[src/sv/jsu_pkg.sv]
`timescale 1ns / 1ps

package jsu_pkg;

  // results one input byte can cause at most
  localparam int JSU_MAX_RES = 4;
  localparam int JSU_IDX_W   = 2;
  localparam int JSU_CNT_W   = 3;
  // default depth of the queue between front and back, in groups
  localparam int JSU_QDEPTH  = 4;

  // result kinds
  localparam logic [1:0] KIND_DATA = 2'd0;
  localparam logic [1:0] KIND_DONE = 2'd1;
  localparam logic [1:0] KIND_ERR  = 2'd2;

  // error codes
  localparam logic [1:0] ERR_END  = 2'd0;
  localparam logic [1:0] ERR_CTRL = 2'd1;
  localparam logic [1:0] ERR_HEX  = 2'd2;
  localparam logic [1:0] ERR_ESC  = 2'd3;

  // one result word
  typedef struct packed {
    logic [7:0] data;
    logic [1:0] kind;
    logic [1:0] err;
  } res_t;

  // all results caused by one input byte
  typedef struct packed {
    logic [JSU_CNT_W-1:0]       cnt;
    res_t [JSU_MAX_RES-1:0]     res;
  } grp_t;

endpackage

[src/sv/jsu_front.sv]
`timescale 1ns / 1ps

module jsu_front import jsu_pkg::*; (
  input  logic       clk,
  input  logic       rst_n,
  input  logic       take,
  input  logic [7:0] data_byte,
  input  logic       input_ended,
  output grp_t       grp,
  output logic       grp_push
);

  typedef enum logic [2:0] {
    PH_PLAIN,
    PH_BSL,
    PH_HEX1,
    PH_HEX2,
    PH_HEX3,
    PH_HEX4
  } phase_t;

  typedef struct packed {
    logic [JSU_CNT_W-1:0]           cnt;
    logic [JSU_MAX_RES-1:0][7:0]    b;
  } enc_t;

  phase_t      phase_r, phase_nxt;
  logic [11:0] acc_r, acc_nxt;
  logic [15:0] held_r, held_nxt;
  logic        held_vld_r, held_vld_nxt;

  // utf-8 form of a code point
  function automatic enc_t utf8_enc(input logic [20:0] cp);
    enc_t e;
    e = '0;
    if (cp < 21'h80) begin
      e.cnt  = 3'd1;
      e.b[0] = cp[7:0];
    end else if (cp < 21'h800) begin
      e.cnt  = 3'd2;
      e.b[0] = {3'b110, cp[10:6]};
      e.b[1] = {2'b10, cp[5:0]};
    end else if (cp < 21'h10000) begin
      e.cnt  = 3'd3;
      e.b[0] = {4'b1110, cp[15:12]};
      e.b[1] = {2'b10, cp[11:6]};
      e.b[2] = {2'b10, cp[5:0]};
    end else begin
      e.cnt  = 3'd4;
      e.b[0] = {5'b11110, cp[20:18]};
      e.b[1] = {2'b10, cp[17:12]};
      e.b[2] = {2'b10, cp[11:6]};
      e.b[3] = {2'b10, cp[5:0]};
    end
    return e;
  endfunction

  // hex digit value, bit 4 set when the byte is a hex digit
  function automatic logic [4:0] hex_dec(input logic [7:0] c);
    logic [4:0] r;
    r = '0;
    if (c >= 8'h30 && c <= 8'h39) begin
      r = {1'b1, 4'(c - 8'h30)};
    end else if (c >= 8'h41 && c <= 8'h46) begin
      r = {1'b1, 4'(c - 8'h37)};
    end else if (c >= 8'h61 && c <= 8'h66) begin
      r = {1'b1, 4'(c - 8'h57)};
    end
    return r;
  endfunction

  // escape letter to byte, bit 8 set when the letter is known
  function automatic logic [8:0] esc_dec(input logic [7:0] c);
    logic [8:0] r;
    unique case (c)
      8'h62:                 r = {1'b1, 8'h08};
      8'h66:                 r = {1'b1, 8'h0C};
      8'h6E:                 r = {1'b1, 8'h0A};
      8'h72:                 r = {1'b1, 8'h0D};
      8'h74:                 r = {1'b1, 8'h09};
      8'h22, 8'h5C, 8'h2F:   r = {1'b1, c};
      default:               r = '0;
    endcase
    return r;
  endfunction

  logic [4:0]  hx;
  logic [8:0]  esc;
  logic [15:0] cp;
  logic [20:0] joined;
  enc_t        held_enc, join_enc;
  logic [JSU_CNT_W-1:0] flush_n;
  res_t        extra;
  logic        use_extra, use_join, use_flush;

  assign hx       = hex_dec(data_byte);
  assign esc      = esc_dec(data_byte);
  assign cp       = {acc_r, hx[3:0]};
  assign joined   = {1'b0, held_r[9:0], cp[9:0]} + 21'h10000;
  assign held_enc = utf8_enc({5'd0, held_r});
  assign join_enc = utf8_enc(joined);
  assign flush_n  = held_vld_r ? held_enc.cnt : '0;

  // decode one byte into next state and a result group
  always_comb begin
    phase_nxt    = phase_r;
    acc_nxt      = acc_r;
    held_nxt     = held_r;
    held_vld_nxt = held_vld_r;
    extra        = '0;
    use_extra    = 1'b0;
    use_join     = 1'b0;
    use_flush    = 1'b0;
    unique case (phase_r)
      PH_HEX1, PH_HEX2, PH_HEX3, PH_HEX4: begin
        if (input_ended || !hx[4]) begin
          extra     = '{data: 8'd0, kind: KIND_ERR, err: ERR_HEX};
          use_extra = 1'b1;
        end else if (phase_r != PH_HEX4) begin
          acc_nxt   = {acc_r[7:0], hx[3:0]};
          phase_nxt = phase_t'(phase_r + 3'd1);
        end else begin
          phase_nxt = PH_PLAIN;
          acc_nxt   = '0;
          if (held_vld_r && held_r[15:10] == 6'b110110 && cp[15:10] == 6'b110111) begin
            use_join     = 1'b1;
            held_nxt     = '0;
            held_vld_nxt = 1'b0;
          end else begin
            use_flush    = 1'b1;
            held_nxt     = cp;
            held_vld_nxt = 1'b1;
          end
        end
      end
      PH_BSL: begin
        if (input_ended) begin
          extra     = '{data: 8'd0, kind: KIND_ERR, err: ERR_END};
          use_extra = 1'b1;
        end else if (data_byte == 8'h75) begin
          acc_nxt   = '0;
          phase_nxt = PH_HEX1;
        end else if (esc[8]) begin
          extra        = '{data: esc[7:0], kind: KIND_DATA, err: ERR_END};
          use_extra    = 1'b1;
          use_flush    = 1'b1;
          phase_nxt    = PH_PLAIN;
          held_nxt     = '0;
          held_vld_nxt = 1'b0;
        end else begin
          extra     = '{data: 8'd0, kind: KIND_ERR, err: ERR_ESC};
          use_extra = 1'b1;
        end
      end
      default: begin
        if (input_ended) begin
          extra     = '{data: 8'd0, kind: KIND_ERR, err: ERR_END};
          use_extra = 1'b1;
        end else if (data_byte == 8'h22) begin
          extra     = '{data: 8'd0, kind: KIND_DONE, err: ERR_END};
          use_extra = 1'b1;
          use_flush = 1'b1;
        end else if (data_byte <= 8'h1F) begin
          extra     = '{data: 8'd0, kind: KIND_ERR, err: ERR_CTRL};
          use_extra = 1'b1;
        end else if (data_byte == 8'h5C) begin
          phase_nxt = PH_BSL;
        end else begin
          extra        = '{data: data_byte, kind: KIND_DATA, err: ERR_END};
          use_extra    = 1'b1;
          use_flush    = 1'b1;
          phase_nxt    = PH_PLAIN;
          held_nxt     = '0;
          held_vld_nxt = 1'b0;
        end
      end
    endcase
    // string done or error: back to the start of a new string
    if (use_extra && extra.kind != KIND_DATA) begin
      phase_nxt    = PH_PLAIN;
      acc_nxt      = '0;
      held_nxt     = '0;
      held_vld_nxt = 1'b0;
    end
  end

  // pack the joined pair's bytes, or flushed bytes and the trailing result, into one group
  always_comb begin
    grp = '0;
    if (use_join) begin
      grp.cnt = join_enc.cnt;
      for (int i = 0; i < JSU_MAX_RES; i++) begin
        grp.res[i] = '{data: join_enc.b[i], kind: KIND_DATA, err: ERR_END};
      end
    end else begin
      for (int i = 0; i < JSU_MAX_RES; i++) begin
        if (use_flush && JSU_CNT_W'(i) < flush_n) begin
          grp.res[i] = '{data: held_enc.b[i], kind: KIND_DATA, err: ERR_END};
        end else if (use_extra && JSU_CNT_W'(i) == (use_flush ? flush_n : '0)) begin
          grp.res[i] = extra;
        end
      end
      grp.cnt = (use_flush ? flush_n : '0) + JSU_CNT_W'(use_extra);
    end
  end

  assign grp_push = take && (grp.cnt != '0);

  // decoder state
  always_ff @(posedge clk) begin
    if (!rst_n) begin
      phase_r    <= PH_PLAIN;
      acc_r      <= '0;
      held_r     <= '0;
      held_vld_r <= 1'b0;
    end else if (take) begin
      phase_r    <= phase_nxt;
      acc_r      <= acc_nxt;
      held_r     <= held_nxt;
      held_vld_r <= held_vld_nxt;
    end
  end

endmodule

[src/sv/jsu_fifo.sv]
`timescale 1ns / 1ps

module jsu_fifo import jsu_pkg::*; #(
  parameter int DEPTH = JSU_QDEPTH
) (
  input  logic clk,
  input  logic rst_n,
  input  logic wr_en,
  input  grp_t wr_data,
  output logic full,
  input  logic rd_en,
  output grp_t rd_data,
  output logic rd_valid
);

  localparam int PTR_W = (DEPTH > 1) ? $clog2(DEPTH) : 1;
  localparam int CNT_W = $clog2(DEPTH + 1);

  grp_t             mem_r [DEPTH];
  logic [PTR_W-1:0] wr_ptr_r, rd_ptr_r;
  logic [CNT_W-1:0] cnt_r;

  function automatic logic [PTR_W-1:0] ptr_inc(input logic [PTR_W-1:0] p);
    return (p == PTR_W'(DEPTH - 1)) ? '0 : p + 1'b1;
  endfunction

  assign full     = (cnt_r == CNT_W'(DEPTH));
  assign rd_valid = (cnt_r != '0);
  assign rd_data  = mem_r[rd_ptr_r];

  // group storage
  always_ff @(posedge clk) begin
    if (wr_en) begin
      mem_r[wr_ptr_r] <= wr_data;
    end
  end

  // pointers and fill count
  always_ff @(posedge clk) begin
    if (!rst_n) begin
      wr_ptr_r <= '0;
      rd_ptr_r <= '0;
      cnt_r    <= '0;
    end else begin
      if (wr_en) begin
        wr_ptr_r <= ptr_inc(wr_ptr_r);
      end
      if (rd_en) begin
        rd_ptr_r <= ptr_inc(rd_ptr_r);
      end
      if (wr_en && !rd_en) begin
        cnt_r <= cnt_r + 1'b1;
      end else if (rd_en && !wr_en) begin
        cnt_r <= cnt_r - 1'b1;
      end
    end
  end

endmodule

[src/sv/jsu_back.sv]
`timescale 1ns / 1ps

module jsu_back import jsu_pkg::*; (
  input  logic       clk,
  input  logic       rst_n,
  input  grp_t       q_data,
  input  logic       q_valid,
  output logic       q_pop,
  output logic [7:0] out_byte,
  output logic [1:0] out_kind,
  output logic [1:0] out_error_code,
  output logic       out_last,
  output logic       out_empty,
  input  logic       out_pop
);

  grp_t                 grp_r;
  logic                 vld_r;
  logic [JSU_IDX_W-1:0] idx_r;
  logic                 at_last;
  logic                 take;
  res_t                 cur;

  assign at_last = (JSU_CNT_W'(idx_r) + 1'b1) == grp_r.cnt;
  assign take    = out_pop && vld_r;
  assign q_pop   = q_valid && (!vld_r || (take && at_last));
  assign cur     = grp_r.res[idx_r];

  assign out_empty      = !vld_r;
  assign out_byte       = cur.data;
  assign out_kind       = cur.kind;
  assign out_error_code = cur.err;
  assign out_last       = at_last;

  // current group payload
  always_ff @(posedge clk) begin
    if (q_pop) begin
      grp_r <= q_data;
    end
  end

  // walk through the words of the current group
  always_ff @(posedge clk) begin
    if (!rst_n) begin
      vld_r <= 1'b0;
      idx_r <= '0;
    end else if (q_pop) begin
      vld_r <= 1'b1;
      idx_r <= '0;
    end else if (take) begin
      if (at_last) begin
        vld_r <= 1'b0;
        idx_r <= '0;
      end else begin
        idx_r <= idx_r + 1'b1;
      end
    end
  end

endmodule

[src/sv/json_string_unescape_utf8.sv]
`timescale 1ns / 1ps
// JSON string body decoder with UTF-8 output.
// Input channel: one raw byte of the string body per word (in_data_byte), or
// an end-of-input marker (in_input_ended). A word is taken on a clock edge
// with in_push high and in_full low; in_full is high only while the group
// queue between decoder and output stage holds QDEPTH groups.
// Result channel: one word per decoded UTF-8 byte, string-complete or error
// marker; out_last flags the final word caused by one input word. A word is
// shown while out_empty is low and leaves on an edge with out_pop high.
// Throughput: one input word per cycle while in_full is low, one result word
// per cycle while out_empty is low and out_pop high; an input word makes
// zero to four result words, so the single-word output stage draining each
// group sets the sustained input rate. The decoder writes a group into the
// queue on the accepting edge, and an idle output stage registers it next.
// Reset (synchronous, rst_n low) empties the queue and output stage and puts
// the decoder at the start of a string. A stalled receiver backs up the
// queue, after which in_full holds the sender off; no word is lost.
module json_string_unescape_utf8 import jsu_pkg::*; #(
  parameter int QDEPTH = JSU_QDEPTH
) (
  input  logic       clk,
  input  logic       rst_n,
  input  logic       in_push,
  output logic       in_full,
  input  logic [7:0] in_data_byte,
  input  logic       in_input_ended,
  output logic       out_empty,
  input  logic       out_pop,
  output logic [7:0] out_byte,
  output logic [1:0] out_kind,
  output logic [1:0] out_error_code,
  output logic       out_last
);

  grp_t fr_grp, q_data;
  logic fr_push, q_full, q_valid, q_pop, take;

  assign take    = in_push && !q_full;
  assign in_full = q_full;

  // decoder
  jsu_front u_front (
    .clk         (clk),
    .rst_n       (rst_n),
    .take        (take),
    .data_byte   (in_data_byte),
    .input_ended (in_input_ended),
    .grp         (fr_grp),
    .grp_push    (fr_push)
  );

  // group queue
  jsu_fifo #(.DEPTH(QDEPTH)) u_fifo (
    .clk      (clk),
    .rst_n    (rst_n),
    .wr_en    (fr_push),
    .wr_data  (fr_grp),
    .full     (q_full),
    .rd_en    (q_pop),
    .rd_data  (q_data),
    .rd_valid (q_valid)
  );

  // output stage
  jsu_back u_back (
    .clk            (clk),
    .rst_n          (rst_n),
    .q_data         (q_data),
    .q_valid        (q_valid),
    .q_pop          (q_pop),
    .out_byte       (out_byte),
    .out_kind       (out_kind),
    .out_error_code (out_error_code),
    .out_last       (out_last),
    .out_empty      (out_empty),
    .out_pop        (out_pop)
  );

endmodule
[config.mk]
export PLATFORM = sky130hd
export DESIGN_NAME = json_string_unescape_utf8
export DESIGN_NICKNAME = d
export VERILOG_FILES = /design/src/sv/jsu_pkg.sv /design/src/sv/jsu_front.sv /design/src/sv/jsu_fifo.sv /design/src/sv/jsu_back.sv /design/src/sv/json_string_unescape_utf8.sv
export SDC_FILE = /design/constraint.sdc
export NUM_CORES = 1
export LEC_CHECK = 0
export ABC_AREA = 1
export BUFFER_PORTS_ARGS = -buffer_cell sky130_fd_sc_hd__buf_2
export CAP_MARGIN = 5
export CORE_MARGIN = 3
export CORE_UTILIZATION = 63
export CTS_CLUSTER_DIAMETER = 120
export DETAILED_ROUTE_END_ITERATION = 12
export PLACE_DENSITY = 0.8
export SYNTH_ARGS = -nofsm -noshare
export SYNTH_HDL_FRONTEND = slang
export SYNTH_SLANG_ARGS = --single-unit
[constraint.sdc]
create_clock -name clk -period 6.15 [get_ports clk]
set_input_delay 0.3075 -clock clk [delete_from_list [all_inputs] [get_ports clk]]
set_output_delay 0.3075 -clock clk [all_outputs]
set_load 0.005 [all_outputs]
==> results.cfg, run 1 <==
[global_route]
grt_usage_pct = 28.0
grt_pass1_wl_um = 48600
grt_max_degree = 88
grt_overflow = 0
antenna_found_initial = 1
grt_pass1_vias = 8684

[logic_synthesis]
yosys_warnings = 0
synth_area_leaders = edfxtp_1 (58%), dfxtp_1 (6.4%), o21ai_0 (5.9%), nor2_1 (5.2%), o22ai_1 (3.9%)
synth_top_area_share_pct = 58.2
ys.flop_type = edfxtp_1
netlist_instances = 1202
synth.most_common_cell = edfxtp_1
ys_types = 50
synth_edf_count = 255
synth_area_mm2 = 0.0132
yosysTopAreaCell = edfxtp_1
yosysSeqAreaShare_pct = 64.5
synth_area_per_cell_um2 = 11.0
synthArstFlopShare_pct = 0
ys_ff_latch = 297
synth_common_cells = edfxtp_1 (255), nor2_1 (181), o21ai_0 (154), nand2_1 (117), o22ai_1 (83)

[cells_and_area]
area_growth_pct = 10.7
seq_area_mm2 = 0.00850
nFillCells = 1362
nNetsFinal = 1280
insertedDiodeCount = 0
final_layout_size_suffix_gt1_share_pct = 12.9
multi_input_area_mm2 = 0.00425

[timing]
fmax_mhz = 245
slew_headroom_pct = 26.4
rsz0062_at_grt = no
setup_viol = 0
finalHoldViolations = 0
maxSlewViolCount = 0
clock_skew_ns = 0.0111
min_period_ns = 4.09
tightestPinTransition_ns = 1.10
finalWorstSetupSlack_ns = 2.06
period_share_pct = 66.4
tns_ns = 0

[pwr]
p_comb_share_pct = 24.8
sw_frac_of_total_pct = 31.9
clkPwrFrac_pct = 28.4
p_leak_uw = 0.00518
p_switching_uw = 1900
p_int_uw = 4070
seq_power_share_pct = 46.8
vdd_drop_max_mv = 0.264
powerDensity_mw_per_mm2 = 410

[min_path]
worstHoldStart = rst_n
holdPathStages = 3
hold_end = u_fifo.wr_ptr_r[0]
min_path_type = in -> reg

[run]
cap_violations = 0

[critical_path]
required_ns = 6.36
cp.arrival_ns = 4.29
crit_path_end_kind = register
path_cells = nor2_4, nand2_2, clkinv_2, nand2_1, nor2_1, nand2_4, nand3_4, nand2_2, inv_4, nand2_4, inv_2, ha_1, nand2_4, nand2_4, nor2_4, nand2_4, nand2_4, nor2_4, buf_4
r2r-start = u_front.phase_r[1]
crit_family = simple AND/OR/NAND/NOR gates
worstSetupPathType = reg -> reg
r2r_setup_slack_ns = 2.06
cp_max_fo = 31
crit_top_cell = nand2_4
ff2ff_path_depth = 19
worstSetupStartpointType = register
critPathMaxStageDelay_ns = 0.78
critPathSlowestCell = nor2_4
r2r_end = u_fifo.mem_r[1][36]
crit_buf_inv = 4

[drt]
wirelength_um = 31600
firstDrtPassIters = 5
wl_per_cell_um = 20.4
ant_nets = 0
drcViolationCount = 0
first_iter_violations = 862
vias = 9248
viasPerCell = 5.99

[placed_design]
place.gp.congestion = 1.03
dp_slack_ns = 1.84
hpwl_um = 21000
port-buffer-count = 27

[clock_network]
root_buffer = clkbuf_16
clkLatencyLatePin_ns = 0.54
hold_buffers = 0
cts_buffers = 29
numClockSinks = 297
clk_path_buf_depth = 3
cts_resized = 0
cts_tree = built
cts_htree_levels = 1
path_clk_slew_ns = 0.06
post_cts_buffers = 0

[floorplan]
core_mm2 = 0.0204
die-area_mm2 = 0.0227
fp.dieW_um = 151
ios = 28
num_rows = 52
start_util_pct = 64.7
die_h_um = 151

[run_status]
status = finished, final reports clean
[flip-flops by register name, summed over array words and instances (netlist names)]
name and flops:
u_front.held_vld_r 1, u_front.held_r 16, u_front.phase_r 3, u_fifo.cnt_r 3, u_back.idx_r 2, u_fifo.mem_r 204
u_front.acc_r 12, u_back.vld_r 1, u_fifo.rd_ptr_r 2, u_back.grp_r 51, u_fifo.wr_ptr_r 2
[layout make-up]
type | instances | area share, %
inverter | 92 | 2.41
sequential | 297 | 58.3
multi-input combinational | 795 | 29.1
clock buffer | 41 | 5.63
tap | 270 | 2.32
timing repair buffer | 38 | 1.49
clock inverter | 12 | 0.670
[cell usage in the layout, fill, tap and decap left out, drive strengths merged, types with 3 or more instances in the layout]
cell type,synthesis,final
a21oi,49,49
a22oi,6,6
buf,10,38
clkbuf,43,41
clkinv,3,12
conb,1,36
dfxtp,42,42
edfxtp,255,255
ha,13,13
inv,89,91
nand2,142,142
nand3,39,39
nand3b,5,5
nand4,3,3
nor2,199,199
nor3,17,17
nor4,3,3
o211ai,7,7
o21ai,158,158
o221ai,21,21
o22ai,83,83
xor2,3,3
[per-layer routing]
metal  GRT usage, %  wire length (um)  vias up
li1               -                 -     4389
met1           39.0             12900     4372
met2           47.0             15400      420
met3           3.40              2530       65
met4           7.84               824        2
met5              0                13        -
[worst max-delay path by stage]
stage | start | end | slack [ns] | cells past startpoint
after floorplan | in_data_byte[0] | u_fifo.mem_r[0][0] | 1.35 | 21
after global placement | in_data_byte[0] | u_fifo.mem_r[0][31] | 1.94 | 21
after detailed placement | in_data_byte[1] | u_fifo.mem_r[0][24] | 1.84 | 21
after CTS | u_front.phase_r[1] | u_fifo.mem_r[1][36] | 2.05 | 19
after global routing | u_front.phase_r[0] | u_fifo.mem_r[0][10] | 1.77 | 20
final | u_front.phase_r[1] | u_fifo.mem_r[1][36] | 2.06 | 19
[through the flow]
step                      instances  utilization [%]  hold slack [ns]  cell area, um2  power [uW]
final                          1545             71.6            0.105           14600        5980
after global routing           1545             71.6           0.0925           14600        6260
after CTS                      1545             71.6           0.0738           14600        5990
after detailed placement       1492             67.0            0.479           13700        4300
after global placement         1492             67.0            0.473           13700        4250
after floorplan                1237                -            0.453           13300        3820
[worst reg2reg max path: cells and delay by family, from the launching register on]
kind,cells,cell delay (ns)
simple gates,14,2.25
fa+ha+maj,1,0.20
flops,1,0.38
buf+inv,4,0.92
[logic make-up after synthesis]
logic type      share of synthesized area, %
flops                                   64.5
xor+xnor                               0.333
buf+inv                                 4.44
other cells                           0.0285
fa+ha+maj                               1.39
compound gates                          14.7
simple gates                            14.6
[power by group through the flow]
stage	clock network (uW)	registers, uW	logic, uW
finish	1700	2800	1490
global route	1780	2820	1650
CTS	1710	2800	1480
detailed placement	0	2830	1460
global placement	0	2820	1430
floorplan	0	2820	998
(Power assumes the default switching activity.)
==> run 2, diff against run 1 <==
Settings changed: CORE_UTILIZATION 63 to 56, PLACE_DENSITY 0.8 to 0.75.
Clock period 6.15 ns to 3.7 ns, I/O delays scaled along.
==> run 2 against run 1 <==
Non-clock buffer count rose by 26. Combinational power up 72%. Critical path depth increased by 7. Total power up 66%. Critical path type unchanged. Critical endpoint is now u_fifo.cnt_r[2]. Largest power group unchanged. Highest routed layer is now met4.
==> results.cfg, run 2 (synthesis gave the netlist of run 1 again) <==
[critical_path]
cp.arrival_ns = 3.89
r2r_setup_slack_ns = 0.29
cp_max_fo = 8
worstSetupPathType = reg -> reg
required_ns = 4.18
ff2ff_path_depth = 26
worstSetupStartpointType = register
r2r_end = u_fifo.cnt_r[2]
r2r-start = u_front.held_r[12]
crit_path_end_kind = register

[global_route]
grt_pass1_vias = 9038
grt_usage_pct = 24.5
grt_overflow = 0
grt_max_degree = 105
antenna_found_initial = 0
grt_pass1_wl_um = 49600

[timing]
clock_skew_ns = 0.0131
setup_viol = 0
maxSlewViolCount = 0
rsz0062_at_grt = no
min_period_ns = 3.41
tightestPinTransition_ns = 1.03
slew_headroom_pct = 31.2
period_share_pct = 92.2
fmax_mhz = 293
hold-worst-slack_ns = 0.0464
finalHoldViolations = 0

[floorplan]
die_h_um = 159
ios = 28
num_rows = 55
die-area_mm2 = 0.0254
core_mm2 = 0.0228
start_util_pct = 57.6
fp.dieW_um = 159

[drt]
first_iter_violations = 957
wl_per_cell_um = 19.6
vias = 9358
firstDrtPassIters = 5
wirelength_um = 31600
viasPerCell = 5.80
drcViolationCount = 0
ant_nets = 0

[placed_design]
port-buffer-count = 27
placed_cells = 1558
hpwl_um = 20300
place.gp.congestion = 0.978

[clock_network]
post_cts_buffers = 0
clk_path_buf_depth = 3
path_clk_slew_ns = 0.06
root_buffer = clkbuf_16
cts_htree_levels = 1
clkLatencyLatePin_ns = 0.56
numClockSinks = 297
cts_tree = built
cts_buffers = 29

[cells_and_area]
final_cells = 1614
utilization_pct = 65.2
mostFrequentLayoutCell = edfxtp_1
final_layout_size_suffix_gt1_share_pct = 14.3
multi_input_area_mm2 = 0.00425
reg_top3 = u_fifo.mem_r (204), u_back.grp_r (51), u_front.held_r (16)
nFillCells = 1771
insertedDiodeCount = 0
regMostFlops = u_fifo.mem_r
final_cell_mix = edfxtp_1 (255), nor2_1 (177), o21ai_0 (154), nand2_1 (117), o22ai_1 (83)
nNetsFinal = 1306
seq_area_mm2 = 0.00850
area_growth_pct = 13.1
largest_register_ffs = 204

[pwr]
p_leak_uw = 0.00531
finalPower_uw = 9940
vdd_drop_max_mv = 0.474
powerDensity_mw_per_mm2 = 667

[min_path]
worstHoldStart = in_push
min_path_type = in -> reg
hold_end = u_front.phase_r[0]
holdPathStages = 4

[run]
cap_violations = 0

[run_status]
status = finished, final reports clean
run 2: cell count changes in the layout (fill, tap and decap cells not counted):
cell	delta
buf_4	+15
buf_12	+8
clkbuf_8	-5
clkinv_1	+4
dlygate4sd3_1	+3
clkbuf_1	-2
clkinvlp_2	+2
clkinv_4	-1
clkinvlp_4	+1
inv_16	+1
inv_6	+1
inv_8	-1
nand3_1	-1
nand3_2	+1
run 2: where the power goes:
group	internal (uW)	leakage, uW	switching (uW)
registers	4470	0.00278	174
clock network	1520	0.000425	1210
logic	781	0.00210	1790
run 2: per-layer routing:
layer,track usage (%),share of wire (%)
met1,34.3,43
met4,7.16,2.6
met3,3.69,7.3
met2,40.2,48
met5,0,0
run 2: through the flow:
stage | TNS [ns] | cell area, um2 | worst slack [ns]
final | 0 | 14900 | 0.287
after global routing | 0 | 14900 | 0.0189
after CTS | 0 | 14900 | 0.282
after detailed placement | 0 | 14000 | 0.123
after global placement | 0 | 14000 | 0.148
after floorplan | -26.22 | 13300 | -0.129
run 2: worst max path at each step:
| stage | startpoint | endpoint | slack (ns) | cells after the start |
|---|---|---|---|---|
| after global placement | in_data_byte[0] | u_fifo.cnt_r[2] | 0.15 | 30 |
| after detailed placement | in_data_byte[0] | u_fifo.cnt_r[2] | 0.12 | 30 |
| final | u_front.held_r[12] | u_fifo.cnt_r[2] | 0.29 | 26 |
| after CTS | u_front.held_r[12] | u_fifo.cnt_r[2] | 0.28 | 26 |
| after floorplan | in_data_byte[0] | u_fifo.mem_r[0][0] | -0.13 | 21 |
| after global routing | u_front.held_r[10] | u_fifo.cnt_r[2] | 0.02 | 27 |
run 2: worst max-delay path: stages (launching register included):
cell     delay (ns)
dfxtp_1        0.47
nand2_1        0.08
nor2_1         0.10
nand2_1        0.06
nor2_2         0.25
nor2_1         0.07
nand3_1        0.11
nand3_4        0.10
nand2_2        0.13
inv_4          0.09
nand2_4        0.10
inv_2          0.04
ha_1           0.28
nand2_2        0.05
o21ai_2        0.11
nor2_4         0.07
nand2_4        0.09
nand2_4        0.04
inv_1          0.06
ha_1           0.13
inv_1          0.07
fa_1           0.44
nor2_1         0.11
nor2_1         0.04
nand2_1        0.06
o21ai_0        0.07
a21oi_1        0.11
run 2: cell type report:
cell class / count / share of cell area, %
Inverter: 92 / 2.36
Clock inverter: 19 / 0.932
Timing Repair Buffer: 64 / 3.49
Tap cell: 313 / 2.63
Sequential cell: 297 / 57.1
Clock buffer: 34 / 5.00
Multi-Input combinational cell: 795 / 28.5
run 2: what timing repair did:
action / CTS / global route
endpoints found under the hold margin: 11 / 0
resized for setup: 0 / 1
hold buffers: 3 / 0
endpoints found under the setup margin: 0 / 2
==> run 3, diff against run 2 <==
Settings changed: BUFFER_PORTS_ARGS -buffer_cell sky130_fd_sc_hd__buf_2 to default, CORE_UTILIZATION 56 to 57, DONT_BUFFER_PORTS from default to 1, SLEW_MARGIN from default to 20.
==> run 3 against run 2 <==
Count of clock-buffer cells in the layout decreased by 2. Routed wire length up 2.5%. Total power down 1.1%. Worst hold slack improved by 0.017 ns. Sequential share of layout area up 0.68 points. Via count fell by 0.29%. Sequential power is essentially flat.
==> results.cfg, run 3 (synthesis gave the netlist of run 1 again) <==
[critical_path]
cp_max_fo = 8
worstSetupStartpointType = register
worstSetupPathType = reg -> reg
cp.arrival_ns = 3.89
crit_path_end_kind = register
required_ns = 4.16

[cells_and_area]
mostFrequentLayoutCell = edfxtp_1
insertedDiodeCount = 0
final_cell_mix = edfxtp_1 (255), nor2_1 (176), o21ai_0 (154), nand2_1 (117), o22ai_1 (83)
final_layout_size_suffix_gt1_share_pct = 12.3
largest_register_ffs = 204
regMostFlops = u_fifo.mem_r
area_growth_pct = 11.8
nNetsFinal = 1276
reg_top3 = u_fifo.mem_r (204), u_back.grp_r (51), u_front.held_r (16)
utilization_pct = 66.2

[floorplan]
fp.dieW_um = 158
core_mm2 = 0.0222
num_rows = 54
ios = 28
die-area_mm2 = 0.0250
start_util_pct = 59.2
die_h_um = 158

[timing]
tns_ns = 0
clock_skew_ns = 0.00844
min_period_ns = 3.42
setup_viol = 0
finalWorstSetupSlack_ns = 0.277
period_share_pct = 92.5
finalHoldViolations = 0
hold-worst-slack_ns = 0.0631
maxSlewViolCount = 0
fmax_mhz = 292
tightestPinTransition_ns = 1.10
slew_headroom_pct = 26.4

[pwr]
powerDensity_mw_per_mm2 = 667
p_leak_uw = 0.00519
finalPower_uw = 9830
vdd_drop_max_mv = 0.586
seq_power_share_pct = 47.3
sw_frac_of_total_pct = 32.0
clkPwrFrac_pct = 27.2
p_switching_uw = 3150
p_comb_share_pct = 25.4
p_int_uw = 6680

[run]
cap_violations = 0

[drt]
drcViolationCount = 0
viasPerCell = 6.02
vias = 9331
wl_per_cell_um = 20.9
wirelength_um = 32400
ant_nets = 0
first_iter_violations = 994
firstDrtPassIters = 7

[placed_design]
dp_slack_ns = 0.154
place.gp.congestion = 0.988
port-buffer-count = 0
hpwl_um = 21200

[clock_network]
root_buffer = clkbuf_16
cts_htree_levels = 1
numClockSinks = 297
clk_path_buf_depth = 3
path_clk_slew_ns = 0.06
cts_buffers = 29
cts_tree = built
clkLatencyLatePin_ns = 0.53

[global_route]
antenna_found_initial = 0
grt_usage_pct = 26.1
grt_pass1_vias = 8938
grt_pass1_wl_um = 50200
grt_overflow = 0
grt_max_degree = 92

[min_path]
min_path_type = in -> reg

[run_status]
status = finished, final reports clean
-- run 3: cell type report --
type	count	area, um2
Clock buffer	32	737
Clock inverter	21	128
Fill cell	1684	7510
Inverter	92	354
Multi-Input combinational cell	795	4260
Sequential cell	297	8500
Tap cell	280	350
Timing Repair Buffer	34	390
-- run 3: final timing paths --
kind                                          from                 end  slack [ns]  cells past startpoint
worst max-delay path            u_front.held_r[12]     u_fifo.cnt_r[2]        0.28                     26
worst min-delay path               in_data_byte[3]  u_front.phase_r[1]        0.06                      5
worst max register to register  u_front.held_r[12]     u_fifo.cnt_r[2]        0.28                     26
worst min register to register   u_front.acc_r[10]   u_front.acc_r[10]        0.48                      2
-- run 3: repair_timing --
action | CTS | global route
resized for setup | 0 | 5
hold endpoints to repair | 13 | 0
hold buffers | 4 | 0
buffers inserted | 0 | 0
endpoints found under the setup margin | 0 | 2
-- run 3: stage by stage --
step,cell area [um2],cells
final,14700,1551
after floorplan,13300,1237
after global routing,14700,1551
after detailed placement,13800,1494
after CTS,14700,1551
after global placement,13800,1494
-- run 3: metal layers --
metal	up-vias	GRT usage (%)	wire length [um]	part of all wire [%]
met2	398	43.7	15600	48
met1	4462	35.0	13400	42
li1	4394	-	-	-
met5	-	0	0	0
met4	0	8.07	838	2.6
met3	77	5.06	2490	7.7
-- run 3: power groups by stage --
stage	logic (uW)	clock network, uW	registers, uW
global placement	2420	0	4690
floorplan	1660	0	4680
global route	2790	2870	4700
finish	2500	2680	4650
detailed placement	2480	0	4710
CTS	2500	2710	4650
-- run 3: critical path, stage by stage, from the launching register on --
cell	delay, ns
dfxtp_1	0.43
nand2_1	0.08
nor2_1	0.10
nand2_1	0.09
nor2_4	0.19
nor2_1	0.07
nand3_1	0.11
nand3_4	0.11
nand2_2	0.14
inv_4	0.09
nand2_4	0.11
inv_4	0.07
ha_1	0.29
nand2_2	0.05
o21ai_2	0.12
nor2_4	0.06
nand2_4	0.09
nand2_4	0.04
inv_1	0.06
ha_1	0.14
inv_1	0.07
fa_1	0.43
nor2_1	0.11
nor2_1	0.04
nand2_1	0.07
o21ai_0	0.07
a21oi_1	0.12
